[config.mk]
export PLATFORM = sky130hd
export DESIGN_NAME = dqpi_pipe_ctrl
export DESIGN_NICKNAME = d
export VERILOG_FILES = /design/src/dqpi_pkg.sv /design/src/dqpi_pipe_ctrl.sv
export SDC_FILE = /design/constraint.sdc
export NUM_CORES = 1
export LEC_CHECK = 0
export ABC_AREA = 1
export BUFFER_PORTS_ARGS = -buffer_cell sky130_fd_sc_hd__buf_2
export CAP_MARGIN = 10
export CORE_AREA = 2 2 39 41
export DETAILED_ROUTE_END_ITERATION = 10
export DIE_AREA = 0 0 41 43
export PLACE_DENSITY_LB_ADDON = 0.08
export SYNTH_ARGS = -nofsm -noshare
export SYNTH_HDL_FRONTEND = slang
export SYNTH_SLANG_ARGS = --single-unit
[constraint.sdc]
create_clock -name clk -period 1.5 [get_ports clk]
set_clock_uncertainty 0.15 [all_clocks]
set_input_delay 0.15 -clock clk [delete_from_list [all_inputs] [get_ports clk]]
set_output_delay 0.15 -clock clk [all_outputs]
set_load 0.01 [all_outputs]
[src/dqpi_pkg.sv]
`timescale 1ns / 1ps
// ----------------------------------------------------------------------------
// dqpi_pkg
// Shared constants, register codes and the pipeline control bundle for the
// d/q PI current loop.
// ----------------------------------------------------------------------------
package dqpi_pkg;

	localparam int SAMPLE_W_DEF = 16;
	localparam int ACC_W_DEF    = 32;

	// gain formats: kp is Q8.16, ki per tick is Q4.20
	localparam int GAIN_W  = 24;
	localparam int KP_FRAC = 16;
	localparam int KI_FRAC = 20;

	localparam int CFG_IDX_W = 3;

	localparam logic [GAIN_W-1:0] KP_RST = GAIN_W'(32768);
	localparam logic [GAIN_W-1:0] KI_RST = GAIN_W'(5243);
	localparam int                LIM_RST = 3072;

	typedef enum logic [CFG_IDX_W-1:0] {
		REG_D_KP   = 3'd0,
		REG_D_KI   = 3'd1,
		REG_D_ILIM = 3'd2,
		REG_D_OLIM = 3'd3,
		REG_Q_KP   = 3'd4,
		REG_Q_KI   = 3'd5,
		REG_Q_ILIM = 3'd6,
		REG_Q_OLIM = 3'd7
	} dqpi_reg_t;

	// load strobes for each pipeline stage plus the clear flag of the stage 2 item
	typedef struct packed {
		logic ld_s1;
		logic ld_s2;
		logic ld_s3;
		logic ld_out;
		logic clr_s2;
	} dqpi_ctl_t;

endpackage

[src/dqpi_pipe_ctrl.sv]
`timescale 1ns / 1ps
// ----------------------------------------------------------------------------
// dqpi_pipe_ctrl
// Valid/ready chain of the four-stage pipeline; stages advance independently
// so bubbles collapse, and a waiting result stalls new items only once every
// stage holds an item.
// ----------------------------------------------------------------------------
module dqpi_pipe_ctrl (
	input  logic                  clk,
	input  logic                  arst_n,
	input  logic                  in_valid,
	output logic                  in_ready,
	input  logic                  action,
	output logic                  out_valid,
	input  logic                  out_ready,
	output dqpi_pkg::dqpi_ctl_t   ctl
);
	import dqpi_pkg::*;

	logic v_s1, v_s2, v_s3, out_valid_q;
	logic clr_s1, clr_s2;
	logic rdy_out, rdy_s3, rdy_s2, rdy_s1;

	assign rdy_out = !out_valid_q || out_ready;
	assign rdy_s3  = !v_s3 || rdy_out;
	assign rdy_s2  = !v_s2 || rdy_s3;
	assign rdy_s1  = !v_s1 || rdy_s2;

	assign in_ready  = rdy_s1;
	assign out_valid = out_valid_q;

	always_comb begin
		ctl.ld_s1  = in_valid && rdy_s1;
		ctl.ld_s2  = v_s1 && rdy_s2;
		ctl.ld_s3  = v_s2 && rdy_s3;
		ctl.ld_out = v_s3 && rdy_out;
		ctl.clr_s2 = clr_s2;
	end

	always_ff @(posedge clk or negedge arst_n) begin
		if (!arst_n) begin
			v_s1        <= 1'b0;
			v_s2        <= 1'b0;
			v_s3        <= 1'b0;
			out_valid_q <= 1'b0;
			clr_s1      <= 1'b0;
			clr_s2      <= 1'b0;
		end else begin
			if (rdy_s1) begin
				v_s1 <= in_valid;
			end
			if (rdy_s2) begin
				v_s2 <= v_s1;
			end
			if (rdy_s3) begin
				v_s3 <= v_s2;
			end
			if (rdy_out) begin
				out_valid_q <= v_s3;
			end
			if (ctl.ld_s1) begin
				clr_s1 <= action;
			end
			if (ctl.ld_s2) begin
				clr_s2 <= clr_s1;
			end
		end
	end

endmodule

* Yosys cells after proc, flatten, opt, wreduce, memory -nomap -nowiden
Cells that the tools add are included.
** Cells by class
- Add/subtract/negate cells :: 0
- Multiply operators :: 0
- Divide/modulo/power cells :: 0
- Magnitude comparators :: 0
- Equality and inequality tests :: 0
- Shift operators :: 0
- Muxes and demuxes :: 0
- Bitwise logic cells :: 0
- Reductions and logical operators :: 12
** Operators with widths (count)
- 1-bit logical AND :: 4
- 1-bit logical NOT :: 4
- 1-bit logical OR :: 4
** Word-level totals
- Register bits :: 6
- Latch bits :: 0
- Bits in writable memories :: 0
- Memory bits (read-only) :: 0
- Bits of input ports :: 5
- Output and inout bits :: 7
- Word-level logic and storage cells :: 18
- Memories kept :: 0

* Logic depth before layout (Yosys ltp)
- Depth after elaboration :: 6
- Mapped depth :: 7
- Mapped depth without buffers :: 7

* Least setup slack after synthesis
Ideal clock, no wire load.
- Path type :: register to output
- From :: reg out_valid_q, in the netlist out_valid
- To :: out ctl[4] in the netlist's numbering
- Data arrival time :: 0.882 ns
- Required time :: 1.200 ns
- Setup slack :: 0.318 ns
- Stages on the path, launching flop included :: 6
- Path buffers :: 0
- Cells stage by stage :: dfrtp_1 inv_1 nor2_2 nand4_2 nand2_2 inv_1
** RTL lines
- from (decl) :: RTL line dqpi_pipe_ctrl.sv:20 : logic v_s1, v_s2, v_s3, out_valid_q;
- from (signal assigned) :: RTL line dqpi_pipe_ctrl.sv:59 : out_valid_q <= v_s3;
- to (decl) :: RTL line dqpi_pipe_ctrl.sv:16 : output dqpi_pkg::dqpi_ctl_t ctl

==> summary.md <==
| Metric | Value |
|---|---|
| Status | `complete, but fails checks` |
| Failing checks | `hold timing` |
| Yosys top cell area share | `0.543` |
| Slew @ Worst Pin | `0.180 ns` |
| # rows | `14` |
| Post-synth cell types | `9` |
| #FFs+latches synth | `6` |
| DP Area | `344 sq um` |
| Setup CP Type | `flip-flop to output port` |
| Synth Cell Area | `277 sq um` |
| Leak | `0.244 nW` |
| Dominant cell by count in the synthesized netlist | `nand2_1` |
| Period utilization | `0.979` |
| Clock-pin slew on the worst setup and hold paths | `0.05 ns` |
| Global-route wire length before repair | `848 um` |
| Setup TNS | `0 ns` |
| Sequential cell area | `150 sq um` |
| Post-Synthesis Cells | `33` |
| HPWL after DPL | `441 um` |
| Slew Viols, Final | `0` |
| Yosys warnings | `0` |
| TritonCTS Buffers | `3` |
| Largest cells by area after synthesis | `dfrtp_1 54%, nand2_1 15%, inv_1 9.5%` |
| CP Launch Type | `flip-flop` |
| Power per Cell Area | `1690 nW/um^2` |
| Number of synthesized flops with an enable pin | `0` |
| Seq/Total Area, Yosys | `0.543` |
| Final RePlAce weighted congestion | `0.637` |
| CTS tree | `done` |
| Fin util | `0.316` |
| Initial antenna violation count | `0` |
| Asr flop ratio synth | `1.00` |
| Final Hold Viols | `1` |
| Area of the multi-input gates | `116 sq um` |
| H-tree depth | `1` |
| Nets@finish | `58` |
| Post-synth top cells | `11 x nand2_1, 7 x inv_1, 6 x dfrtp_1` |
| Number of global-route vias before repair | `243` |
| Number of fill cells in the layout | `153` |
| Finish-stage setup viols | `0` |
| Clk sinks | `6` |
| CTS root buffer | `clkbuf_4` |
| Crit Path Max Fanout | `4` |
| Antenna cells | `0` |
| Post-route ant nets | `0` |
| Initial Utilization | `0.200` |
| GRT Util Overall | `0.0789` |
| DRT iter0 DRCs | `2` |
| Worst Hold Margin | `-0.00767 ns` |
| Largest net degree at the start of global routing | `7` |
| Max Clk Rate | `681 MHz` |
| Final worst path period need | `1.47 ns` |
| Top_reg_cell synth | `dfrtp_1` |
| Clk_lat worst skew | `0.25 ns` |
| Syn avg cell area | `8.38 sq um` |
| Synth Net Count | `38` |
| Buffer levels on the longest clock path | `2` |
| Chip height | `43 um` |
| Vias/cell | `4.01` |
| Detailed-route via count | `269` |
| Total length of routed wires | `598 um` |
| Worst Path Required | `1.20 ns` |
| Die area | `1760 sq um` |
| Slew headroom | `0.880` |
| Fin area | `437 sq um` |
| RSZ-0062 raised after global routing | `yes` |
| Die width | `41 um` |
| WL/cell | `8.93 um` |
| Area leader, netlist | `dfrtp_1` |
| Synth-to-layout area growth | `57.9%` |
| Arr. time, crit path | `1.17 ns` |
| Worst VDD drop | `0.000502 V` |
| First drt pass iteration count | `2` |
| IO Port Bufs | `11` |
| CP endpoint kind | `output port` |
| Core area | `1380 sq um` |
| Max-cap violations | `0` |
| Remaining design rule violation count | `0` |
| GR Overflow Total | `0` |
| Share of layout cells above drive strength 1 | `0.529` |
| Io pins | `12` |
| Hold/Removal Path Class | `input pin to flip-flop` |
[area by class of cell]
class,instances,share of cell area
Clock buffer,3,0.0516
Timing Repair Buffer,16,0.232
Sequential cell,6,0.344
Tap cell,16,0.0458
Inverter,7,0.0602
Multi-Input combinational cell,19,0.266
[report_power, final]
part	switching, mW	internal [mW]	total, mW
clock network	0.0638	0.0909	0.155
registers	0.0550	0.218	0.273
logic	0.166	0.144	0.310
total	0.285	0.453	0.737
[cells in the final DEF, fill, tap and decap left out, drive strengths merged]
cell type / count
nand4: 1
nand2: 13
clkbuf: 3
buf: 15
nand3: 2
dlygate4sd3: 1
dfrtp: 6
inv: 7
nor2: 3
[routing by layer]
metal	wire [um]	vias to the layer above	global-route usage
li1	-	132	-
met2	301	13	0.113
met5	0	-	0
met1	214	122	0.0759
met3	66	2	0.0366
met4	15	0	0.0800
[path summary, 6_finish.rpt]
check | from | to | slack, ns | cells after the start
setup / recovery | out_valid$_DFFE_PN0P_ | ctl[4] | 0.03 | 6
hold / removal | action | clr_s1$_DFFE_PN0P_ | -0.008 | 3
setup reg to reg | out_valid$_DFFE_PN0P_ | v_s1$_DFFE_PN0P_ | 0.34 | 6
hold reg to reg | clr_s2$_DFFE_PN0P_ | clr_s2$_DFFE_PN0P_ | 0.31 | 2
max in group asynchronous | arst_n | clr_s2$_DFFE_PN0P_ | 0.95 | 2
min in group asynchronous | arst_n | out_valid$_DFFE_PN0P_ | 0.10 | 2
[timing repair]
action	CTS	global route
setup buffers	2	2
resized for setup	0	8
hold buffers	1	0
setup endpoints to repair	1	3
endpoints found under the hold margin	6	0
pin swaps	1	4
[stage by stage]
| stage | power (mW) | cells | worst slack [ns] |
|---|---|---|---|
| 2_1_floorplan | 0.413 | 33 | 0.318 |
| 3_3_place_gp | 0.485 | 59 | 0.306 |
| 3_5_place_dp | 0.490 | 59 | 0.259 |
| 4_1_cts | 0.672 | 65 | 0.000649 |
| 5_1_grt | 0.790 | 67 | -0.0499 |
| 6_report | 0.737 | 67 | 0.0310 |
[worst max-delay path: stages, from the launching register on]
cell     delay (ns)
dfrtp_1        0.38
inv_2          0.06
nor2_4         0.13
nand4_4        0.11
nand2_2        0.08
inv_1          0.03
buf_2          0.12
[sequential cells by signal (all words and copies together) (netlist names)]
register,cells
out_valid,1
v_s2,1
v_s1,1
clr_s1,1
v_s3,1
clr_s2,1
[cells by family (layout without fill, tap and decap cells)]
family	count (synthesis)	count (layout)	share of synthesized area
flip-flops	6	6	0.543
buffers and inverters	8	26	0.122
AND/OR/NAND/NOR	19	19	0.335
Note: power is estimated with default switching activity, not from simulation.
