===== config.mk =====
export PLATFORM = sky130hd
export DESIGN_NAME = dqpi_lane
export DESIGN_NICKNAME = d
export VERILOG_FILES = /design/src/dqpi_pkg.sv /design/src/dqpi_lane.sv
export SDC_FILE = /design/constraint.sdc
export NUM_CORES = 2
export LEC_CHECK = 0
export BUFFER_PORTS_ARGS = -buffer_cell sky130_fd_sc_hd__buf_2
export CAP_MARGIN = 20
export CORE_MARGIN = 2
export CORE_UTILIZATION = 33
export DETAILED_ROUTE_END_ITERATION = 12
export PLACE_DENSITY = 0.56
export SLEW_MARGIN = 25
export SYNTH_ARGS = -nofsm -noshare
export SYNTH_HDL_FRONTEND = slang
export SYNTH_SLANG_ARGS = --single-unit

===== constraint.sdc =====
create_clock -name clk -period 13.3 [get_ports clk]
set_input_delay 2.66 -clock clk [delete_from_list [all_inputs] [get_ports clk]]
set_output_delay 2.66 -clock clk [all_outputs]
set_load 0.1 [all_outputs]

===== src/dqpi_pkg.sv =====
`timescale 1ns / 1ps
// ----------------------------------------------------------------------------
// dqpi_pkg
// Shared constants, register codes and the pipeline control bundle for the
// d/q PI current loop.
// ----------------------------------------------------------------------------
package dqpi_pkg;

	localparam int SAMPLE_W_DEF = 16;
	localparam int ACC_W_DEF    = 32;

	// gain formats: kp is Q8.16, ki per tick is Q4.20
	localparam int GAIN_W  = 24;
	localparam int KP_FRAC = 16;
	localparam int KI_FRAC = 20;

	localparam int CFG_IDX_W = 3;

	localparam logic [GAIN_W-1:0] KP_RST = GAIN_W'(32768);
	localparam logic [GAIN_W-1:0] KI_RST = GAIN_W'(5243);
	localparam int                LIM_RST = 3072;

	typedef enum logic [CFG_IDX_W-1:0] {
		REG_D_KP   = 3'd0,
		REG_D_KI   = 3'd1,
		REG_D_ILIM = 3'd2,
		REG_D_OLIM = 3'd3,
		REG_Q_KP   = 3'd4,
		REG_Q_KI   = 3'd5,
		REG_Q_ILIM = 3'd6,
		REG_Q_OLIM = 3'd7
	} dqpi_reg_t;

	// load strobes for each pipeline stage plus the clear flag of the stage 2 item
	typedef struct packed {
		logic ld_s1;
		logic ld_s2;
		logic ld_s3;
		logic ld_out;
		logic clr_s2;
	} dqpi_ctl_t;

endpackage


===== src/dqpi_lane.sv =====
`timescale 1ns / 1ps
// ----------------------------------------------------------------------------
// dqpi_lane
// One PI regulator axis: error, gain multiply, clamped integrator update,
// then proportional add, output clamp and truncation to the sample format.
// ----------------------------------------------------------------------------
module dqpi_lane #(
	parameter int SAMPLE_WIDTH = dqpi_pkg::SAMPLE_W_DEF,
	parameter int ACC_WIDTH    = dqpi_pkg::ACC_W_DEF
) (
	input  logic                                clk,
	input  logic                                arst_n,
	input  dqpi_pkg::dqpi_ctl_t                 ctl,
	input  logic [dqpi_pkg::GAIN_W-1:0]         prop_gain,
	input  logic [dqpi_pkg::GAIN_W-1:0]         int_gain,
	input  logic [SAMPLE_WIDTH-2:0]             int_limit,
	input  logic [SAMPLE_WIDTH-2:0]             volt_limit,
	input  logic signed [SAMPLE_WIDTH-1:0]      target,
	input  logic signed [SAMPLE_WIDTH-1:0]      measured,
	output logic signed [SAMPLE_WIDTH-1:0]      voltage,
	output logic                                saturated,
	output logic signed [SAMPLE_WIDTH-1:0]      integrator
);
	import dqpi_pkg::*;

	localparam int S   = SAMPLE_WIDTH;
	localparam int A   = ACC_WIDTH;
	localparam int EW  = S + 1;
	localparam int PW  = S + GAIN_W + 1;
	localparam int LSH = A - S;

	// product scaling to the integrator format; negative means shift left
	localparam int KI_SH = KI_FRAC + S - A;
	localparam int KI_LS = (KI_SH < 0) ? -KI_SH : 0;
	localparam int KI_RS = (KI_SH > 0) ? KI_SH : 0;
	localparam int KI_TW = PW + KI_LS;
	localparam int IW    = PW - KI_SH;

	localparam int KP_SH = KP_FRAC + S - A;
	localparam int KP_LS = (KP_SH < 0) ? -KP_SH : 0;
	localparam int KP_RS = (KP_SH > 0) ? KP_SH : 0;
	localparam int KP_TW = PW + KP_LS;
	localparam int PRW   = PW - KP_SH;

	localparam int ISW = IW + 1;
	localparam int SSW = PRW + 1;

	logic signed [EW-1:0]    err_s1;
	logic signed [PW-1:0]    ki_prod, kp_prod;
	logic signed [KI_TW-1:0] ki_wide;
	logic signed [KP_TW-1:0] kp_wide;
	logic signed [IW-1:0]    inc_s2;
	logic signed [PRW-1:0]   prop_s2, prop_s3;
	logic signed [A-1:0]     integ_q, integ_nxt;
	logic signed [ISW-1:0]   isum, ilim_x;
	logic signed [SSW-1:0]   ssum, olim_x;
	logic signed [A-1:0]     vclamp, vshift, ishift;

	// stage 1: error
	always_ff @(posedge clk) begin
		if (ctl.ld_s1) begin
			err_s1 <= EW'(target) - EW'(measured);
		end
	end

	// stage 2: gain products scaled to Q(S).(A-S)
	assign ki_prod = signed'(PW'({1'b0, int_gain})) * PW'(err_s1);
	assign kp_prod = signed'(PW'({1'b0, prop_gain})) * PW'(err_s1);
	assign ki_wide = (KI_TW'(ki_prod) <<< KI_LS) >>> KI_RS;
	assign kp_wide = (KP_TW'(kp_prod) <<< KP_LS) >>> KP_RS;

	always_ff @(posedge clk) begin
		if (ctl.ld_s2) begin
			inc_s2  <= ki_wide[IW-1:0];
			prop_s2 <= kp_wide[PRW-1:0];
		end
	end

	// stage 3: integrator update with clamp, a recurrence through integ_q alone
	assign ilim_x = signed'(ISW'(int_limit)) <<< LSH;
	assign isum   = ISW'(integ_q) + ISW'(inc_s2);

	always_comb begin
		if (isum > ilim_x) begin
			integ_nxt = ilim_x[A-1:0];
		end else if (isum < -ilim_x) begin
			integ_nxt = A'(-ilim_x);
		end else begin
			integ_nxt = isum[A-1:0];
		end
	end

	always_ff @(posedge clk or negedge arst_n) begin
		if (!arst_n) begin
			integ_q <= '0;
		end else if (ctl.ld_s3) begin
			integ_q <= ctl.clr_s2 ? '0 : integ_nxt;
		end
	end

	always_ff @(posedge clk) begin
		if (ctl.ld_s3) begin
			prop_s3 <= ctl.clr_s2 ? '0 : prop_s2;
		end
	end

	// output clamp, saturation flag from the exact sum
	assign olim_x = signed'(SSW'(volt_limit)) <<< LSH;
	assign ssum   = SSW'(integ_q) + SSW'(prop_s3);

	always_comb begin
		saturated = 1'b0;
		if (ssum > olim_x) begin
			vclamp    = olim_x[A-1:0];
			saturated = 1'b1;
		end else if (ssum < -olim_x) begin
			vclamp    = A'(-olim_x);
			saturated = 1'b1;
		end else begin
			vclamp = ssum[A-1:0];
		end
	end

	assign vshift     = vclamp >>> LSH;
	assign ishift     = integ_q >>> LSH;
	assign voltage    = vshift[S-1:0];
	assign integrator = ishift[S-1:0];

endmodule

* After elaboration in Yosys (flattened, before gate mapping) *
Index checks and enable logic that the tools add are counted.

operators by class
  add/sub/neg operators = 5
  $mul = 2
  magnitude comparators = 4
  muxes and demuxes = 7

operators with widths
  operator                       count
  two-way mux 32 bit             5
  multiplier 25 x 17 -> 41 bit   2
  adder 32 x 41 -> 42 bit        1
  > comparator 42 x 32 -> 1 bit  1
  < comparator 42 bit            1
  negation 31 -> 42 bit          1
  adder 32 x 37 -> 38 bit        1
  > comparator 38 x 32 -> 1 bit  1
  < comparator 38 bit            1
  negation 31 -> 38 bit          1
  subtractor 16 x 16 -> 17 bit   1
  two-way mux 1 bit              2

word-level totals
  flip-flop bits (word level) = 168
  input bits = 117
  word-level logic and storage cells = 23

* Depth between registers and ports, before layout *
  word-level depth = 5
  depth in mapped cells = 26
  depth with buffers taken out = 25

* Worst setup path before layout *
OpenSTA, ideal clock, no wires.

  path kind = input to output
  start point = input port volt_limit[0]
  end point = output port voltage[2]
  data arrival time = 9.477 ns
  data required time = 10.640 ns
  setup slack = 1.163 ns
  stages = 20
  buffers on the path = 3
  cell sequence = inv_1 > nand3_1 > or3_1 > or3_1 > or3_1 > or3_1 > or3_1 > clkbuf_1 > xnor2_1 > ha_1 > nand4_1 > nor3_1 > o31ai_1 > a31oi_1 > o221ai_1 > a211oi_1 > clkbuf_1 > clkbuf_1 > nor2_1 > a211oi_1

on the way
  cells in the longest elaborated chain, start to end = 4
  elaborated cells on any way between the ends = 5

ends and longest elaborated chain
  element                 RTL line          RTL
  start: declaration      dqpi_lane.sv:17   input logic [SAMPLE_WIDTH-2:0] volt_limit,
  negation 31 -> 42 bit   dqpi_lane.sv:117  vclamp = A'(-olim_x);
  < comparator 42 bit     dqpi_lane.sv:116  end else if (ssum < -olim_x) begin
  two-way mux 32 bit      dqpi_lane.sv:116
  two-way mux 32 bit (*)  dqpi_lane.sv:113  if (ssum > olim_x) begin
  end: declaration        dqpi_lane.sv:20   output logic signed [SAMPLE_WIDTH-1:0] voltage,

Every way passes the cells marked *; elsewhere a longest branch is shown, timed or not.

* Worst setup path in the final report *
  start point = input port volt_limit[2]
  end point = output port voltage[0]

on the way
  cells in the longest elaborated chain, start to end = 4
  elaborated cells on any way between the ends = 5

ends and longest elaborated chain
  element                 RTL line
  negation 31 -> 42 bit   --
  < comparator 42 bit     dqpi_lane.sv:116
  two-way mux 32 bit      dqpi_lane.sv:116
  two-way mux 32 bit (*)  dqpi_lane.sv:113

Marks and branches as above.

==> run_results.csv <==
group,metric,value,unit
final_layout,syn_to_final_growth,7.069,%
clock_network,cts-root-buf,"clkbuf_16",
worst_setup_path,crit_start,"volt_limit[2]",
worst_setup_path,reg2regPathDepth,26,
drt,antenna_left,0,
clock_network,cts_buffers,17,
final_layout,drive_gt1_share,6.077,%
sta,slew_violations,0,
clock_network,clock_path_buffers,2,
global_route,grt_pass1_wl,179100,µm
floorplanning,fp.dieW,355.9,µm
final_layout,stdcell_area,43740,µm²
synthesis,avgSynthCellArea,8.936,µm²
synthesis,synth_edf_count,136,
clock_network,clock_latency,0.51,ns
synthesis,synth_top_area_share,32.39,%
worst_hold_path,hold_class,"reg2reg",
clock_network,cts_setup_buffers,0,
placed_design,dpl_cell_area,43110,µm²
synthesis,synthTopCellsByCount,"inv_1 (901), fa_1 (661), nand2_1 (525), ha_1 (445), and2_1 (365)",
worst_hold_path,hold_depth,1,
sta,setup_violations,0,
synthesis,yosys_most_used_dff,"edfxtp_1",
floorplanning,core_region_area,123300,µm²
worst_setup_path,slowest_delay,0.48,ns
sta,min_period,10.95,ns
drt,routed_via_density,4.941,
synthesis,ys.warnings.count,0,
floorplanning,die_area,126600,µm²
sta,slew_headroom,31.61,%
drt,remaining_drc_errors,0,
drt,vias,30800,
worst_setup_path,cp_top_family,"simple AND/OR/NAND/NOR gates",
worst_setup_path,required,10.64,ns
floorplanning,start_util,33.13,%
drt,wl_per_cell,17.93,µm
clock_network,clkTransAtPathRegs,0.07,ns
worst_setup_path,reg2reg_from,"err_s1[16]",
worst_setup_path,cpMostUsedCell,"or3_1",
clock_network,cts_tree,"built",
synthesis,synth_nets,5795,
worst_hold_path,hp-start,"prop_s2[36]",
drt,dr.pass1.iters,5,
final_layout,final_cells,6233,
sta,fmax,91.29,MHz
worst_setup_path,critPathMaxFanout,32,
outcome,status,"finished clean",
synthesis,yosysSeqAreaShare,11.96,%
clock_network,cts-htree-levels,4,
placed_design,hpwl,86170,µm
worst_setup_path,path_cells,"buf_2, inv_1, nand3_1, or3_1, or3_1, or3_1, or3_1, or3_1, nor3_1, ha_1, nand4_1, nor3_1, o31ai_1, a31oi_1, o221ai_1, a211oi_4, buf_4, a21boi_2, mux2i_1, buf_2",
sta,fin_worst_skew,0.02881,ns
global_route,antenna_found_initial,18,
placed_design,finalWeightedCongestion,0.8732,
flow_run,cap_violations,0,
worst_setup_path,crit_path_start_kind,"primary input",
worst_setup_path,cp_slowest_cell,"or3_1",
sta,rsz0062_at_grt,"false",
worst_setup_path,crit_path_end_kind,"output port",
clock_network,hold_buffers,0,
placed_design,dp_cells,6196,
worst_setup_path,path_buf_inv,4,
synthesis,netlist_area,40850,µm²
worst_setup_path,crit_type,"in2out",
placed_design,io_buffer_count,148,
worst_setup_path,cp_num_cells,20,
global_route,first_global_vias,31650,
final_layout,fillerInstances,12870,
synthesis,ys_types,93,
synthesis,syn_inst,4572,
floorplanning,row_count,129,
sta,hold_viol,0,
clock_network,clkSinkCount,168,
global_route,grtUsageTotal,18.11,%
synthesis,synth.most_common_cell,"inv_1",
synthesis,synthTopCellsByArea,"fa_1 (32%), ha_1 (14%), edfxtp_1 (10%)",
drt,wl,111800,µm
synthesis,synth_top_cell_by_area,"fa_1",
global_route,grt_max_degree,58,
worst_setup_path,crit_arrival,8.29,ns
synthesis,ys_seq_elements,168,
floorplanning,die_h,355.9,µm
sta,tightestPinTransition,1.026,ns
sta,tns,0,ns
synthesis,async_flop_share,19.05,%
floorplanning,io_pins,150,
sta,post-route-period-util,82.36,%
global_route,grt_overflow,0,
drt,drt-initial-drc-count,1931,
clock_network,cts_resized,0,
final_layout,nets,5801,
-- per-stage QoR --
step	hold WS [ns]	worst slack [ns]	util, %
final	0.5247	2.346	35.47
after global routing	0.5551	1.983	35.46
after CTS	0.5268	2.271	35.46
after detailed placement	0.5187	2.308	34.96
after global placement	0.5113	2.343	34.96
after floorplan	0.4844	1.163	-
-- layer usage --
| metal | up-vias | track usage [%] | share of wire [%] |
|---|---|---|---|
| met4 | 18 | 5.983 | 3.2 |
| met2 | 703 | 28.94 | 45 |
| met1 | 15380 | 25.04 | 46 |
| met3 | 149 | 2.781 | 5.1 |
| li1 | 14550 | - | - |
| met5 | - | 0 | 0.10 |
-- sequential cells by signal, indices dropped and copies added, names as in the netlist --
signal and flops:
prop_s2 41, prop_s3 41, inc_s2 37, integ_q 32, err_s1 17
-- worst register-to-register path, stage by stage (launching register included) --
cell,delay [ns]
edfxtp_1,0.38
buf_4,0.27
inv_1,0.72
buf_4,0.44
nor2_1,0.14
fa_1,0.56
inv_1,0.06
fa_1,0.50
fa_1,0.52
fa_1,0.55
inv_1,0.06
fa_1,0.52
inv_1,0.05
fa_1,0.58
inv_1,0.06
ha_1,0.25
a21o_1,0.19
a21o_1,0.17
a21oi_1,0.14
o21bai_1,0.07
a21oi_1,0.17
nor2_1,0.06
a211oi_1,0.34
a21oi_1,0.12
a2111o_1,0.40
a21oi_1,0.18
xnor2_1,0.08
-- cells in the final DEF, fill, tap and decap left out, types with 16 or more instances in the layout --
| cell | n |
|---|---|
| a211oi_1 | 24 |
| a21o_1 | 80 |
| a21oi_1 | 144 |
| a31oi_1 | 20 |
| and2_1 | 365 |
| and3_1 | 33 |
| buf_2 | 147 |
| buf_4 | 42 |
| clkbuf_16 | 18 |
| dfrtp_1 | 32 |
| edfxtp_1 | 136 |
| fa_1 | 661 |
| ha_1 | 445 |
| inv_1 | 901 |
| mux2i_1 | 26 |
| nand2_1 | 525 |
| nand2b_1 | 43 |
| nand3_1 | 44 |
| nand4_1 | 27 |
| nor2_1 | 146 |
| nor2b_1 | 70 |
| nor3_1 | 67 |
| o211ai_1 | 16 |
| o21a_1 | 36 |
| o21ai_0 | 100 |
| o21bai_1 | 21 |
| or3_1 | 20 |
| xnor2_1 | 113 |
| xor2_1 | 42 |
-- kinds of logic after synthesis --
group	count (synthesis)	synth area share (%)
fa+ha+maj	1106	46.02
simple gates	1403	17.24
buf+inv	1105	10.39
mux	28	0.6921
xor+xnor	155	3.323
flops	168	11.96
compound gates	607	10.37
-- cell type report --
| cell class | instances | area, µm² | area share, % |
|---|---|---|---|
| Antenna cell | 5 | 12.51 | 0.02860 |
| Clock buffer | 18 | 450.4 | 1.030 |
| Clock inverter | 14 | 166.4 | 0.3804 |
| Inverter | 903 | 3390 | 7.749 |
| Multi-Input combinational cell | 3299 | 31740 | 72.56 |
| Sequential cell | 168 | 4885 | 11.17 |
| Tap cell | 1637 | 2048 | 4.682 |
| Timing Repair Buffer | 189 | 1051 | 2.403 |
-- final timing paths --
kind,to,slack (ns)
worst max-delay path,voltage[0],2.35
worst min-delay path,prop_s3[36],0.52
worst max register to register,inc_s2[36],5.46
max in group asynchronous,integ_q[11],10.56
min in group asynchronous,integ_q[23],2.23
worst min register to register,prop_s3[36],0.52
Power is not shown: default switching activity piles up to over one toggle a cycle in this logic, so the estimate is an artifact.
